**config.mk**
```make
export PLATFORM = sky130hd
export DESIGN_NAME = twnd_sqrt
export DESIGN_NICKNAME = d
export VERILOG_FILES = /design/src/sv/twnd_pkg.sv /design/src/sv/twnd_sqrt.sv
export SDC_FILE = /design/constraint.sdc
export NUM_CORES = 1
export LEC_CHECK = 0
export BUFFER_PORTS_ARGS = -buffer_cell sky130_fd_sc_hd__buf_2
export CORE_MARGIN = 4
export CORE_UTILIZATION = 52
export DETAILED_ROUTE_END_ITERATION = 7
export HOLD_SLACK_MARGIN = 0.08
export PLACE_DENSITY = 0.83
export SYNTH_ARGS = -nofsm -noshare
export SYNTH_HDL_FRONTEND = slang
export SYNTH_SLANG_ARGS = --single-unit
```
**constraint.sdc**
```tcl
create_clock -name clock -period 3 [get_ports clock]
set_input_delay 0.6 -clock clock [delete_from_list [all_inputs] [get_ports clock]]
set_output_delay 0.6 -clock clock [all_outputs]
set_load 0.03 [all_outputs]
```
**src/sv/twnd_pkg.sv**
```systemverilog
`default_nettype none
package twnd_pkg;
   localparam int MaxGrid   = 16;
   localparam int FracBits  = 12;
   localparam int CellBits  = $clog2(MaxGrid);
   localparam int AddrBits  = 3 * CellBits;
   localparam int EntryBits = 3 * FracBits;
   localparam int DistBits  = 13;
   localparam int DeltaBits = FracBits + 2;       // signed, |d| < 2^(FracBits+1)
   localparam int SqBits    = 2 * FracBits + 4;   // sum of three squares
   localparam int RootBits  = SqBits / 2;
   localparam logic [DistBits-1:0] DistLimit = 13'd8191;

   typedef enum logic [1:0] {
      REQ_LOAD  = 2'd0,
      REQ_QUERY = 2'd1,
      REQ_CLEAR = 2'd2,
      REQ_NONE  = 2'd3
   } req_code_type;

   typedef struct packed {
      logic                start;
      logic [SqBits-1:0]   value;
   } sqrt_cmd_type;
endpackage
`default_nettype wire

```
**src/sv/twnd_sqrt.sv**
```systemverilog
`default_nettype none
// Restoring integer square root, one result bit per cycle.
module twnd_sqrt (
   input  wire logic                          clock,
   input  wire logic                          reset,
   input  wire twnd_pkg::sqrt_cmd_type        cmd,
   output logic                               done,
   output logic [twnd_pkg::RootBits-1:0]      root
);
   import twnd_pkg::*;

   localparam int StepBits = $clog2(RootBits + 1);

   logic [SqBits-1:0]   rem_ff, rem_in;
   logic [SqBits-1:0]   val_ff, val_in;
   logic [RootBits-1:0] root_ff, root_in;
   logic [StepBits-1:0] step_ff, step_in;
   logic                busy_ff, busy_in;
   logic                done_ff, done_in;
   logic [SqBits-1:0]   trial;
   logic [SqBits-1:0]   shifted;

   always_comb begin
      rem_in  = rem_ff;
      val_in  = val_ff;
      root_in = root_ff;
      step_in = step_ff;
      busy_in = busy_ff;
      done_in = 1'b0;
      shifted = {rem_ff[SqBits-3:0], val_ff[SqBits-1 -: 2]};
      trial   = SqBits'({root_ff, 2'b01});
      if (cmd.start) begin
         rem_in  = '0;
         val_in  = cmd.value;
         root_in = '0;
         step_in = StepBits'(RootBits);
         busy_in = 1'b1;
      end else if (busy_ff) begin
         val_in = {val_ff[SqBits-3:0], 2'b00};
         if (shifted >= trial) begin
            rem_in  = shifted - trial;
            root_in = {root_ff[RootBits-2:0], 1'b1};
         end else begin
            rem_in  = shifted;
            root_in = {root_ff[RootBits-2:0], 1'b0};
         end
         step_in = step_ff - 1'b1;
         if (step_ff == StepBits'(1)) begin
            busy_in = 1'b0;
            done_in = 1'b1;
         end
      end
   end

   always_ff @(posedge clock) begin
      if (reset) begin
         busy_ff <= 1'b0;
         done_ff <= 1'b0;
         step_ff <= '0;
      end else begin
         busy_ff <= busy_in;
         done_ff <= done_in;
         step_ff <= step_in;
      end
      rem_ff  <= rem_in;
      val_ff  <= val_in;
      root_ff <= root_in;
   end

   assign done = done_ff;
   assign root = root_ff;

`ifndef SYNTH
   a_start_idle: assert property (@(posedge clock) disable iff (reset)
      cmd.start |-> !busy_ff) else $error("sqrt restarted while busy");
   a_done_len: assert property (@(posedge clock) disable iff (reset)
      done_ff |-> $past(busy_ff)) else $error("done without work");
   a_step_zero: assert property (@(posedge clock) disable iff (reset)
      !busy_ff |-> step_ff == '0 || $past(cmd.start) == 1'b0)
      else $error("step count off");
`endif
endmodule
`default_nettype wire

```
==> run summary <==
highest routed layer: met4
combinational family with the most area after synthesis: simple AND/OR/NAND/NOR gates
Initial Utilization: 53.9%
Seq cells post-synth: 74
routed vias: 3146
Hold Buf Count CTS: 0
adder-cell area share of the yosys netlist: 5.70%
post-synthesis xor/xnor area fraction: 4.66%
area of the mapped netlist: 3950 sq um
Setup WS pre-CTS: 0.109 ns
placement row count: 31
critical path data arrival time: 3.13 ns
CP Launch Type: flop
TritonCTS clock tree: done
count leader, synth: nor2_1
CP max FO: 8
Synth Flop Type: dfxtp_1
CTS Sinks: 74
Final nets: 499
FF-to-FF Start: root[9]
type of the tightest min-delay check: input port to flop
PortBufs: 45
area leader, netlist: dfxtp_1
antenna violations before repair: 0
Worst Max-Slew Pin Slew: 0.662 ns
Detailed Place HPWL: 5.94 mm
Slew Limit Fails: 0
chip height: 95.1 um
share of post-route cells with drive strength above 1: 24.2%
number of inserted diodes: 0
CTS root buf: clkbuf_8
max incr delay on CP: 0.49 ns
syn_nets: 451
Max clock buf depth: 2
count of max-cap constraint violations: 0
Async SR Flop Fraction: 0%
WL per Instance: 15.2 um
total power: 3.78 mW
Worst Setup SP: root[9]
post-synthesis compound-gate area fraction: 14.7%
Area contributors post-synth: dfxtp_1, edfxtp_1, mux2_2
number of fill cells: 598
Final Setup Violations: 0
metal3 WL: 703 um
routed wire length: 8.42 mm
GR Overflow Total: 0
number of global-route vias before repair: 3193
largest net degree at the start of global routing: 31
Post-Synth Simple-Gate Area: 15.0%
worst setup margin: 0.132 ns
post-synthesis cell type count: 57
fmax: 349 MHz
CP Capture Type: flop
worst path required time: 3.27 ns
slowest CP cell: or3b_2
clk slew on worst S/H paths: 0.08 ns
Core Box Area: 7330 sq um
cts bufs inserted: 9
Area Growth Syn to Fin: 13.6%
number of flops mapped to enable cells by yosys: 28
pwr/cell area: 842 nW/um^2
syn_area_per_cell: 9.82 sq um
cells along the critical path: inv_1 > ha_2 > nand4_1 > or3_1 > o41a_1 > o211a_2 > or3b_2 > a41oi_1
via density per instance: 5.68
Max VDD drop: 0.386 mV
Hold Fails Final Rpt: 0
met2 wire len: 4.03 mm
Post-route DRC: 0
P_leak: 1.83 nW
Slew HR: 55.9%
I/O Pins: 46
gr usage total: 19.8%
overall die area: 9050 sq um
Final Critical Period: 2.87 ns
share of Yosys cell area claimed by the top area cell type: 23.3%
Seq/Total Area, Yosys: 44.6%
Placer Congestion: 0.888
DRT antenna net count: 0
first-pass GRT wire length: 14.2 mm
r2r setup slk: 0.13 ns
YS warnings: 0
First-pass DRT Iterations: 4
min-delay src: reset
synth cell count leaders: nor2_1, dfxtp_1, nand2_1
Met1 Wirelength: 3.58 mm
mux contribution to synthesized area: 11.7%
critical path class: flop to flop
Mapped Cells: 402
crit share post-route: 95.6%
Worst Clk Skew: 0.0125 ns
DR iter-0 viols: 216
Die Wd: 95.1 um
H-tree lvl count: 3
status: completed
clock latency at the later pin of the worst-skew pair: 0.35 ns
## critical path, delay by kind of cell, from the launching register on
family	cells	cell delay, ns
adders and majority gates	1	0.38
and+or+nand+nor	3	1.04
DFF	1	0.38
buffers and inverters	1	0.06
AOI/OAI and AO/OA	3	0.92
## power breakdown
part           leakage (nW)  internal, mW  switching (mW)
logic                  1.08         0.793           0.990
registers             0.660          1.20           0.131
clock network        0.0870         0.299           0.370
total                  1.83          2.29            1.49
## layout make-up
cell class | count | area (sq um) | share of cell area (%)
Tap cell | 99 | 124 | 2.76
Sequential cell | 74 | 1760 | 39.3
Multi-Input combinational cell | 291 | 2070 | 46.1
Clock inverter | 5 | 32.5 | 0.725
Timing Repair Buffer | 54 | 293 | 6.53
Clock buffer | 11 | 131 | 2.93
Inverter | 20 | 75.1 | 1.67
## worst paths after layout
kind	to	depth (start not counted)
worst min-delay path	busy_ff	2
worst max register to register	rem_ff[14]	8
worst max-delay path	rem_ff[14]	8
worst min register to register	rem_ff[25]	2
## flip-flops by register name, indices dropped and copies added, names as in the netlist
register / count
val_ff: 28
rem_ff: 26
root: 14
step_ff: 4
busy_ff: 1
done: 1
## cell families (layout without fill, tap and decap cells)
group	count (synthesis)	in the layout
AOI/OAI and AO/OA	85	85
xor gates and xnor gates	21	21
adders and majority gates	18	18
buffers and inverters	37	90
DFF	74	74
muxes	43	43
and+or+nand+nor	124	124
## layout by cell type, fill, tap and decap left out, types with 3 or more instances in the layout
| cell | synthesis | routed |
|---|---|---|
| buf_2 | 2 | 45 |
| o21ai_0 | 18 | 18 |
| o31ai_1 | 4 | 4 |
| a21oi_1 | 20 | 20 |
| clkinv_2 | 0 | 3 |
| or3_1 | 3 | 3 |
| dfxtp_1 | 46 | 44 |
| clkbuf_8 | 0 | 9 |
| inv_1 | 20 | 20 |
| ha_1 | 18 | 14 |
| a211oi_1 | 9 | 9 |
| mux2_2 | 26 | 26 |
| edfxtp_1 | 28 | 28 |
| a21o_1 | 4 | 4 |
| buf_4 | 0 | 9 |
| ha_2 | 0 | 4 |
| nand3_1 | 6 | 6 |
| nor3_1 | 9 | 8 |
| nor2_1 | 51 | 51 |
| xnor2_1 | 13 | 13 |
| and2_1 | 4 | 4 |
| nand2b_1 | 6 | 6 |
| mux2i_1 | 17 | 17 |
| o211ai_1 | 4 | 4 |
| xor2_1 | 8 | 8 |
| nand2_1 | 29 | 29 |
## metrics by stage
stage | setup TNS (ns) | hold slack, ns | cell area [sq um] | std cells | util [%]
4_1_cts | 0 | 0.456 | 4450 | 552 | 60.7
3_3_place_gp | 0 | 0.459 | 4290 | 536 | 58.5
5_1_grt | -0.0367 | 0.468 | 4490 | 554 | 61.2
2_1_floorplan | 0 | 0.439 | 3950 | 402 | -
3_5_place_dp | 0 | 0.468 | 4290 | 536 | 58.5
6_report | 0 | 0.471 | 4490 | 554 | 61.2
## repair_timing
item	4_1_cts	5_1_grt
setup endpoints to repair	0	13
resized for setup	0	7
buffers inserted	0	2
## routing by layer
metal  track usage, %  vias to the layer above
met3             6.87                       13
met5                0                        -
met1             23.4                     1481
met2             33.0                      113
met4             7.81                        0
li1                 -                     1539
Note: power is estimated with default switching activity, not from simulation.
