--- config.mk ---
export PLATFORM = sky130hd
export DESIGN_NAME = twnd_ram
export DESIGN_NICKNAME = d
export VERILOG_FILES = /design/src/sv/twnd_ram.sv
export SDC_FILE = /design/constraint.sdc
export NUM_CORES = 1
export LEC_CHECK = 0
export BUFFER_PORTS_ARGS = -buffer_cell sky130_fd_sc_hd__buf_2
export CAP_MARGIN = 20
export CORE_MARGIN = 4
export CORE_UTILIZATION = 40
export DETAILED_ROUTE_END_ITERATION = 7
export REMOVE_ABC_BUFFERS = 1
export SETUP_SLACK_MARGIN = 0.05
export SYNTH_ARGS = -nofsm -noshare
export SYNTH_HDL_FRONTEND = slang
export SYNTH_SLANG_ARGS = --single-unit
--- constraint.sdc ---
create_clock -name clock -period 1.71 [get_ports clock]
set_input_delay 0.2565 -clock clock [delete_from_list [all_inputs] [get_ports clock]]
set_output_delay 0.2565 -clock clock [all_outputs]
set_load 0.01 [all_outputs]
--- src/sv/twnd_ram.sv ---
`default_nettype none
module twnd_ram #(
   parameter int Width = 8,
   parameter int Depth = 16
) (
   input  wire logic                     clock,
   input  wire logic                     wr_en,
   input  wire logic [$clog2(Depth)-1:0] wr_addr,
   input  wire logic [Width-1:0]         wr_data,
   input  wire logic [$clog2(Depth)-1:0] rd_addr,
   output logic      [Width-1:0]         rd_data
);
   logic [Width-1:0] mem [Depth];

   always_ff @(posedge clock) begin
      if (wr_en) begin
         mem[wr_addr] <= wr_data;
      end
      rd_data <= mem[rd_addr];
   end
endmodule
`default_nettype wire

==> results.txt, run 1 <==
----------------------------------------------------
[Run status]
  Status ... finished clean

[Yosys]
  Yosys warning count ... 0
  Post-synthesis cell area ... 5150 sq um
  Synthesis-stage register bit count ... between 100 and 150
  Synthesized netlist cell count ... 229
  Fraction of the yosys area taken by sequential cells ... 77.8%
  Yosys cell types ... 19
  Syn Area/Cell ... roughly 22 sq um

[Drt]
  Length of the first detailed-routing pass in iterations ... 4
  DRT antenna net count ... 0
  Metal1 wirelength ... ~4400 um
  Routed via count ... 2438
  Final routed DRC violation total ... 0
  Met3 routed wirelength ... 372 um
  Via density per instance ... between 5 and 6
  Number of violations reported at the end of detailed-routing iteration 0 ... roughly 160
  Detailed-route wire length per cell ... 20.7 um
  Length of routed met2 wiring ... approximately 4900 um
  Final WL ... between 9000 and 10000 um
  Topmost layer with routed signal wires ... met4

[Clock tree]
  Clock latency on the worst-skew pair ... a little over 0.4 ns
  Maximum buffer depth of the clock tree ... 2
  Clock tree from TritonCTS ... done
  Cts hold-fix bufs ... 0
  Clock Sinks ... around 140
  Root Driver ... clkbuf_16
  Count of cells resized by post-cts repair ... 0
  Number of post-CTS setup repair buffers ... 0
  Number of H-tree branching levels ... 4
  Clock-pin transition on the worst setup and hold timing paths ... 0.06 ns
  Number of buffers created by CTS ... 17

[Placement]
  DP Wirelength ... 6200 um
  Worst setup slack before clock tree synthesis ... -0.00861 ns
  IO Port Bufs ... 25
  Placed inst area ... roughly 5700 sq um
  Placed Cells incl. Taps ... around 440
  Weighted congestion at the end of routability-driven global placement ... approximately 0.75

[Cells and area]
  Core occupancy in the finished layout ... 49.7%
  Diodes inserted ... 0
  Net count reported at finish ... between 300 and 400
  Number of standard cells in the layout, taps in and fillers out ... ~480
  Layout area overhead ... 21.8%
  Most frequent standard cell in the layout excluding fill and tap cells ... edfxtp_1
  Layout Cell Area excl Fill ... about 6300 sq um
  Share of layout cells above drive strength 1 ... about a third
  Commonest cells after routing, fill and taps aside ... 128 x edfxtp_1, 25 x buf_2, 24 x buf_4

[STA]
  Max-slew headroom at the worst pin ... a little under 50%
  Setup clock skew after layout ... 0.00608 ns
  Worst setup margin ... approximately 0.22 ns
  Crit share post-route ... 86.9%
  RSZ-0062 raised after global routing ... false
  Number of hold violations in the final report ... 0
  Pin slew with the least headroom to its limit ... between 0.7 and 0.8 ns
  Max Clk Rate ... 0.673 GHz
  Time the final worst path needs with I/O delays and setup ... 1.49 ns
  Max-slew violation count ... 0
  Number of setup violations in the final report ... 0

[Critical path]
  Critical path's largest stage delay ... ~0.53 ns
  Category of the worst setup path launch point ... flop
  Endpoint class of the critical path ... flop
  Cells traversed along the worst timing path ... mux4_1 -> a22oi_1 -> nand2_1
  Depth of the worst register-to-register path ... 3
  Worst endpoint data arrival time ... approximately 1.8 ns
  Critical path class ... flop to flop
  Cell with the biggest individual delay on the critical path ... mux4_1
  Worst EP required ... around 2.0 ns
  Reg-to-reg setup timing slack ... 0.22 ns
  Crit-path max FO ... 1

[Hold path]
  Worst hold path cell count ... 1
  Tightest Hold Check Type ... input pin to flop

[Die]
  Ports ... 26
  Y dimension of the die ... between 100 and 150 um
  Total number of placement rows ... approximately 40
  Area of the die ... roughly 15000 sq um
  Floorplan core area ... between 10000 and 15000 sq um
  Effective utilization at floorplan ... roughly 41%
  Width of the chip ... 121 um

[GRT]
  Vias in the first global route ... 2558
  Pin count of the biggest net entering global routing ... 20
  Overflow left after global routing ... 0
  GRT Util Overall ... ~15%
  Global-route wire length before repair ... roughly 15000 um
  Antenna violations before repair ... 0

[Flow run]
  Number of max-cap violations ... 0

[Pwr]
  Sum of internal, switching and leakage power ... between 7 and 8 mW
  Maximum vdd ir drop ... between 0.7 and 0.8 mV
  Leakage dissipation ... roughly 2.2 nW
  Areal power density over the cells ... roughly 1200 nW/um^2

----------------------------------------------------
==> state kept, by name, summed over array words and instances, names as in the netlist <==
register,flops
rd_data,8
mem,128
==> cells in the mapped netlist <==
master | instances | area [sq um]
nand3_1 | 1 | 5.00
or3b_2 | 1 | 8.76
nor2b_1 | 1 | 6.26
nand3b_1 | 2 | 15.0
edfxtp_1 | 128 | 3840
nand2_1 | 9 | 33.8
clkdlybuf4s25_2 | 3 | 30.0
buf_6 | 3 | 33.8
nor3_1 | 4 | 20.0
dfxtp_1 | 8 | 160
and2_1 | 1 | 6.26
buf_2 | 3 | 15.0
mux4_1 | 14 | 368
buf_4 | 1 | 7.51
a22oi_1 | 16 | 120
nand2b_1 | 2 | 12.5
nor2_1 | 13 | 48.8
and2b_1 | 1 | 7.51
mux4_2 | 18 | 405
==> critical path: cells and delay by family, from the launching register on <==
kind	cells	cell delay, ns
multiplexers	1	0.53
AO/OA/AOI/OAI	1	0.37
flip-flops	1	0.36
AND/OR/NAND/NOR	1	0.10
==> worst paths after layout <==
| kind | end | startpoint |
|---|---|---|
| worst min register to register | rd_data[3]$_DFF_P_ | mem[14][3]$_DFFE_PP_ |
| worst max-delay path | rd_data[5]$_DFF_P_ | mem[1][5]$_DFFE_PP_ |
| worst min-delay path | mem[15][1]$_DFFE_PP_ | wr_data[1] |
| worst max register to register | rd_data[5]$_DFF_P_ | mem[1][5]$_DFFE_PP_ |
==> power by group <==
part | leakage (nW) | internal [mW] | total [mW] | switching (mW)
Sequential | 1.22 | 3.73 | 3.75 | 0.0184
Clock | 0.304 | 2.46 | 3.71 | 1.25
Combinational | 0.635 | 0.165 | 0.367 | 0.202
Total | 2.16 | 6.35 | 7.82 | 1.47
==> metal layers <==
metal  vias to the layer above  GRT usage [%]
li1                       1098              -
met1                      1280           19.6
met2                        48           23.2
met3                        12           4.20
met4                         0           6.72
met5                         -              0
==> metrics by stage <==
| step | hold WS [ns] | TNS [ns] |
|---|---|---|
| 3_5_place_dp | 0.650 | -0.0548 |
| 4_1_cts | 0.204 | 0 |
| 6_report | 0.222 | 0 |
| 5_1_grt | 0.214 | 0 |
| 3_3_place_gp | 0.643 | 0 |
| 2_1_floorplan | 0.355 | -0.315 |
==> logic make-up after synthesis <==
| group | Yosys count | synth area share (%) |
|---|---|---|
| buf+inv | 10 | 1.68 |
| simple gates | 35 | 3.18 |
| flops | 136 | 77.8 |
| compound gates | 16 | 2.33 |
| mux | 32 | 15.0 |
==> area by class of cell <==
class	count	area (sq um)
clock buffers	21	450
clock inverters	11	155
fillers	1034	6350
multi-input cells	83	1060
flip-flops and latches	136	4000
well taps	172	215
repair buffers	53	385
(Power assumes the default switching activity.)
==> run 2: changes to the inputs <==
--- a/config.mk
+++ b/config.mk
@@ -8,8 +8,9 @@
 export BUFFER_PORTS_ARGS = -buffer_cell sky130_fd_sc_hd__buf_2
 export CAP_MARGIN = 20
 export CORE_MARGIN = 4
-export CORE_UTILIZATION = 40
+export CORE_UTILIZATION = 54
 export DETAILED_ROUTE_END_ITERATION = 7
+export PLACE_DENSITY = 0.74
 export REMOVE_ABC_BUFFERS = 1
 export SETUP_SLACK_MARGIN = 0.05
 export SYNTH_ARGS = -nofsm -noshare
==> results.txt, run 2 (synthesized netlist as in run 1, its figures left out) <==
----------------------------------------------------
[Cells and area]
  Core occupancy in the finished layout ... 65.9% (+16 points)
  Flip-flop count of the largest register after layout ... 128 (unchanged)
  Reg with most FFs ... mem
  Most frequent standard cell in the layout excluding fill and tap cells ... edfxtp_1
  Diodes inserted ... 0 (unchanged)
  Net count reported at finish ... 302 (-2.3%)
  Regs by FF count ... mem x128, rd_data x8
  Share of layout cells above drive strength 1 ... 31.0% (-2.2 points)
  Layout area overhead ... 18.4%
  Commonest cells after routing, fill and taps aside ... 128 x edfxtp_1, 25 x buf_2, 18 x mux4_2, 18 x buf_4

[GRT]
  GRT Util Overall ... 18.7% (+3.8 points)
  Pin count of the biggest net entering global routing ... 33 (+65%)
  Global route hottest layer ... met2
  Overflow left after global routing ... 0 (unchanged)
  GR met2 Demand/Resource ... 30.0% (+6.8 points)
  Global-route track usage on met3 ... 5.57% (+1.4 points)
  Vias in the first global route ... 2553 (-0.20%)
  Global-route wire length before repair ... 15100 um (-0.73%)
  Antenna violations before repair ... 0 (unchanged)
  Met1 Resource Use GR ... 25.2% (+5.6 points)

[Critical path]
  Category of the worst setup path launch point ... flop
  Endpoint class of the critical path ... flop
  Crit-path max FO ... 1 (unchanged)
  Critical path class ... flop to flop
  Worst EP required ... 2.09 ns (+0.09 ns)
  Reg-to-reg setup timing slack ... 0.33 ns (+0.10 ns)
  Worst endpoint data arrival time ... 1.76 ns (-0.02 ns)

[Clock tree]
  Number of post-CTS setup repair buffers ... 0 (unchanged)
  Clock-pin transition on the worst setup and hold timing paths ... 0.06 ns (about the same)
  Number of buffers created by CTS ... 17 (unchanged)
  Count of cells resized by post-cts repair ... 0 (unchanged)
  Cts hold-fix bufs ... 0 (unchanged)
  Root Driver ... clkbuf_8
  Maximum buffer depth of the clock tree ... 2 (unchanged)
  Number of H-tree branching levels ... 4 (unchanged)
  Clock latency on the worst-skew pair ... 0.50 ns (+0.09 ns)
  Clock Sinks ... 136 (unchanged)
  Clock tree from TritonCTS ... done

[Run status]
  Status ... finished clean

[STA]
  Setup clock skew after layout ... 0.00527 ns (-0.000814 ns)
  Max Clk Rate ... 0.724 GHz (+7.6%)
  Max-slew violation count ... 0 (unchanged)
  RSZ-0062 raised after global routing ... false
  Time the final worst path needs with I/O delays and setup ... 1.38 ns (-0.105 ns)
  Number of hold violations in the final report ... 0 (unchanged)
  Number of setup violations in the final report ... 0 (unchanged)
  Total Negative Setup Slacks ... 0 ns (unchanged)
  Crit share post-route ... 80.8% (-6.1 points)
  Pin slew with the least headroom to its limit ... 0.380 ns (-0.392 ns)
  Max-slew headroom at the worst pin ... 74.7% (+26 points)

[Pwr]
  Switching part of the total power ... 20.3% (+1.5 points)
  Leakage dissipation ... 2.08 nW (-4.0%)
  Portion of total power attributed to combinational logic ... 4.7% (about the same)
  Areal power density over the cells ... 1220 nW/um^2 (-2.1%)
  Int Pwr ... 5.93 mW (-6.5%)
  Sequential power share ... 50.4% (+2.5 points)
  Net load switching power ... 1.51 mW (+2.6%)
  Clock share of power ... 44.9% (-2.5 points)
  Maximum vdd ir drop ... 0.827 mV (+11%)

[Die]
  Y dimension of the die ... 106 um (-13%)
  Effective utilization at floorplan ... 55.7% (+15 points)
  Ports ... 26 (unchanged)
  Floorplan core area ... 9240 sq um (-27%)
  Total number of placement rows ... 35 (-15%)
  Area of the die ... 11200 sq um (-24%)
  Width of the chip ... 106 um (-13%)

[Hold path]
  Tightest Hold Check Type ... input pin to flop

[Drt]
  Detailed-route wire length per cell ... 22.4 um (+8.0%)
  Length of the first detailed-routing pass in iterations ... 4 (unchanged)
  Number of violations reported at the end of detailed-routing iteration 0 ... 187 (+18%)
  Final WL ... 9530 um (-3.3%)
  Via density per instance ... 5.65 (+10%)
  DRT antenna net count ... 0 (unchanged)
  Routed via count ... 2408 (-1.2%)
  Final routed DRC violation total ... 0 (unchanged)

[Flow run]
  Number of max-cap violations ... 0 (unchanged)

[Placement]
  Weighted congestion at the end of routability-driven global placement ... 0.706 (-5.3%)
  DP Wirelength ... 5830 um (-6.0%)
  IO Port Bufs ... 25 (unchanged)

----------------------------------------------------
run 2: layer usage:
layer | part of all wire, % | vias to the layer above | wire [um]
li1 | - | 1081 | -
met1 | 41 | 1232 | 3950
met2 | 51 | 87 | 4820
met3 | 7.1 | 8 | 674
met4 | 0.82 | 0 | 78
met5 | 0 | - | 0
run 2: power by group through the flow:
| stage | clock [mW] | sequential [mW] | combinational, mW |
|---|---|---|---|
| 4_1_cts | 3.39 | 3.75 | 0.357 |
| 3_3_place_gp | 0 | 3.82 | 0.346 |
| 3_5_place_dp | 0 | 3.82 | 0.353 |
| 6_report | 3.34 | 3.75 | 0.352 |
| 5_1_grt | 3.56 | 3.76 | 0.381 |
| 2_1_floorplan | 0 | 3.82 | 0.149 |
run 2: worst paths after layout:
kind                              from  depth (start not counted)             endpoint
setup / recovery   mem[1][2]$_DFFE_PP_                          3   rd_data[2]$_DFF_P_
hold reg to reg   mem[14][7]$_DFFE_PP_                          3   rd_data[7]$_DFF_P_
hold / removal              wr_data[2]                          1  mem[6][2]$_DFFE_PP_
setup reg to reg   mem[1][2]$_DFFE_PP_                          3   rd_data[2]$_DFF_P_
run 2: cell type report:
| class | count | area, sq um |
|---|---|---|
| well taps | 129 | 161 |
| clock buffers | 18 | 418 |
| repair buffers | 46 | 320 |
| fillers | 612 | 3150 |
| flip-flops and latches | 136 | 4000 |
| multi-input cells | 83 | 1060 |
| clock inverters | 14 | 133 |
run 2: stage by stage:
stage / power (mW) / worst slack (ns) / hold slack [ns] / std cells / cell area (sq um)
6_report: 7.45 / 0.328 / 0.143 / 426 / 6090
5_1_grt: 7.70 / 0.297 / 0.124 / 426 / 6090
4_1_cts: 7.50 / 0.338 / 0.124 / 426 / 6090
3_5_place_dp: 4.17 / 0.0774 / 0.656 / 394 / 5540
3_3_place_gp: 4.16 / 0.0711 / 0.643 / 394 / 5540
2_1_floorplan: 3.97 / -0.0394 / 0.355 / 219 / 5060
run 2: critical path, stage by stage (launching register included):
cell and delay (ns):
edfxtp_1 0.37, mux4_1 0.52, a22oi_1 0.28, nand2_1 0.09
==> run 3: changes to the inputs <==
==> constraint.sdc (replaced) <==
create_clock -name clock -period 1.2 [get_ports clock]
set_input_delay 0.18 -clock clock [delete_from_list [all_inputs] [get_ports clock]]
set_output_delay 0.18 -clock clock [all_outputs]
set_load 0.01 [all_outputs]
==> results.txt, run 3 (synthesized netlist as in run 1, its figures left out) <==
----------------------------------------------------
[Critical path]
  Kind of cell adding the most delay to the critical path ... multiplexers
  Category of the worst setup path launch point ... flop
  Critical path class ... flop to flop
  Cells traversed along the worst timing path ... mux4_2 -> a22oi_2 -> nand2_1
  Critical path's largest stage delay ... 0.48 ns (-0.04 ns)
  Critical path buffers and inverters ... 0 (unchanged)
  Worst EP required ... 1.60 ns (-0.49 ns)
  Worst endpoint data arrival time ... 1.67 ns (-0.09 ns)
  Crit-path max FO ... 1 (unchanged)
  Launching point of the worst reg2reg path ... mem[8][2]$_DFFE_PP_
  Endpoint class of the critical path ... flop
  Cell with the biggest individual delay on the critical path ... mux4_2
  Launching instance or port of the critical path ... mem[8][2]$_DFFE_PP_

[Die]
  Width of the chip ... 106 um (unchanged)
  Floorplan core area ... 9240 sq um (unchanged)
  Area of the die ... 11200 sq um (unchanged)
  Ports ... 26 (unchanged)
  Y dimension of the die ... 106 um (unchanged)
  Effective utilization at floorplan ... 55.7% (unchanged)
  Total number of placement rows ... 35 (unchanged)

[STA]
  Worst setup margin ... -0.0753 ns (-0.404 ns)
  Total Negative Setup Slacks ... -0.404 ns (-0.404 ns)
  Number of hold violations in the final report ... 0 (unchanged)
  Max Clk Rate ... 0.784 GHz (+8.3%)
  Time the final worst path needs with I/O delays and setup ... 1.28 ns (-0.106 ns)
  Max-slew violation count ... 0 (unchanged)
  Crit share post-route ... 106% (+25 points)
  RSZ-0062 raised after global routing ... true
  Hold Slack ... 0.0468 ns (-0.0961 ns)
  Number of setup violations in the final report ... 8 (+8)
  Setup clock skew after layout ... 0.00812 ns (+0.00285 ns)
  Max-slew headroom at the worst pin ... 32.9% (-42 points)
  Pin slew with the least headroom to its limit ... 1.00 ns (+0.623 ns)

[Cells and area]
  Share of layout cells above drive strength 1 ... 40.3% (+9.4 points)
  Regs by FF count ... mem x128, rd_data x8
  Flip-flop count of the largest register after layout ... 128 (unchanged)
  Diodes inserted ... 0 (unchanged)
  Net count reported at finish ... 305 (+0.99%)
  Number of standard cells in the layout, taps in and fillers out ... 429 (+0.70%)
  Layout Cell Area excl Fill ... 6200 sq um (+1.7%)
  Total of fill cells in the finished design ... 585 (-4.4%)
  Layout area overhead ... 20.4%
  Most frequent standard cell in the layout excluding fill and tap cells ... edfxtp_1
  Commonest cells after routing, fill and taps aside ... 128 x edfxtp_1, 29 x mux4_2, 20 x buf_4
  Reg with most FFs ... mem

[Drt]
  Final routed DRC violation total ... 0 (unchanged)
  Via density per instance ... 5.63 (-0.45%)
  Length of routed met2 wiring ... 4820 um (about the same)
  Topmost layer with routed signal wires ... met4
  Final WL ... 9610 um (+0.81%)
  DRT antenna net count ... 0 (unchanged)
  Detailed-route wire length per cell ... 22.4 um (+0.10%)
  Number of violations reported at the end of detailed-routing iteration 0 ... 198 (+5.9%)
  Routed via count ... 2414 (+0.25%)
  Met3 routed wirelength ... 843 um (+25%)
  Metal1 wirelength ... 3900 um (-1.3%)
  Length of the first detailed-routing pass in iterations ... 4 (unchanged)

[GRT]
  Overflow left after global routing ... 0 (unchanged)
  Global-route wire length before repair ... 15400 um (+2.1%)
  Antenna violations before repair ... 0 (unchanged)
  GRT Util Overall ... 19.3% (+0.58 points)
  Vias in the first global route ... 2556 (+0.12%)
  Pin count of the biggest net entering global routing ... 17 (-48%)

[Pwr]
  Areal power density over the cells ... 1760 nW/um^2 (+44%)
  Maximum vdd ir drop ... 1.04 mV (+26%)
  Leakage dissipation ... 2.08 nW (+0.26%)

[Clock tree]
  Cts hold-fix bufs ... 0 (unchanged)
  Number of post-CTS setup repair buffers ... 0 (unchanged)
  Clock-pin transition on the worst setup and hold timing paths ... 0.06 ns (about the same)
  Number of buffers created by CTS ... 17 (unchanged)
  Root Driver ... clkbuf_8
  Clock tree from TritonCTS ... done
  Maximum buffer depth of the clock tree ... 2 (unchanged)
  Number of H-tree branching levels ... 4 (unchanged)
  Clock Sinks ... 136 (unchanged)
  Clock latency on the worst-skew pair ... 0.51 ns (about the same)

[Placement]
  Weighted congestion at the end of routability-driven global placement ... 0.773 (+9.6%)
  DP Wirelength ... 6000 um (+2.9%)
  Placed inst area ... 5580 sq um (+0.63%)
  Placed Cells incl. Taps ... 397 (+0.76%)
  IO Port Bufs ... 25 (unchanged)
  Worst setup slack before clock tree synthesis ... -0.412 ns (-0.490 ns)

[Run status]
  Failing checks ... setup timing
  Status ... complete, but fails checks

[Flow run]
  Number of max-cap violations ... 0 (unchanged)

[Hold path]
  Tightest Hold Check Type ... input pin to flop
  Hold Path Origin ... wr_data[5]

----------------------------------------------------
[run 3: cell count changes in the layout (fill, tap and decap cells not counted), sizes merged]
cell / delta
buf: +3
bufinv: +1
clkinv: +1
clkinvlp: -1
inv: -1
[run 3: report_power, final]
part           internal [mW]  total (mW)  switching (mW)
Combinational          0.272       0.566           0.295
Clock                   3.13        4.97            1.83
Sequential              5.32        5.36          0.0388
Total                   8.72        10.9            2.17
[run 3: final timing paths]
kind                          end  slack (ns)  depth (start not counted)
max            rd_data[2]$_DFF_P_       -0.08                          3
min reg2reg    rd_data[2]$_DFF_P_        0.69                          3
min          mem[15][5]$_DFFE_PP_        0.05                          1
max reg2reg    rd_data[2]$_DFF_P_       -0.08                          3
[run 3: cell type report]
| class | instances | area, sq um | area share (%) |
|---|---|---|---|
| multi-input combinational | 83 | 1060 | 17.0 |
| clock inverter | 14 | 158 | 2.54 |
| timing repair buffer | 49 | 393 | 6.34 |
| clock buffer | 18 | 418 | 6.74 |
| sequential | 136 | 4010 | 64.7 |
| tap | 129 | 161 | 2.61 |
[run 3: what timing repair did]
item | 4_1_cts | 5_1_grt
pin swaps | 8 | 1
gates resized for setup | 27 | 3
endpoints found under the hold margin | 0 | 0
endpoints found under the setup margin | 14 | 16
[run 3: routing by layer]
layer / track usage [%] / vias up
met5: 0 / -
met4: 5.55 / 0
met3: 6.86 / 4
met2: 29.2 / 115
met1: 26.8 / 1216
li1: - / 1079
[run 3: stage by stage]
step | power, mW | utilization, %
global placement | 5.94 | 60.4
global route | 11.3 | 67.1
detailed placement | 5.97 | 60.4
CTS | 11.0 | 67.0
finish | 10.9 | 67.1
floorplan | 5.66 | -
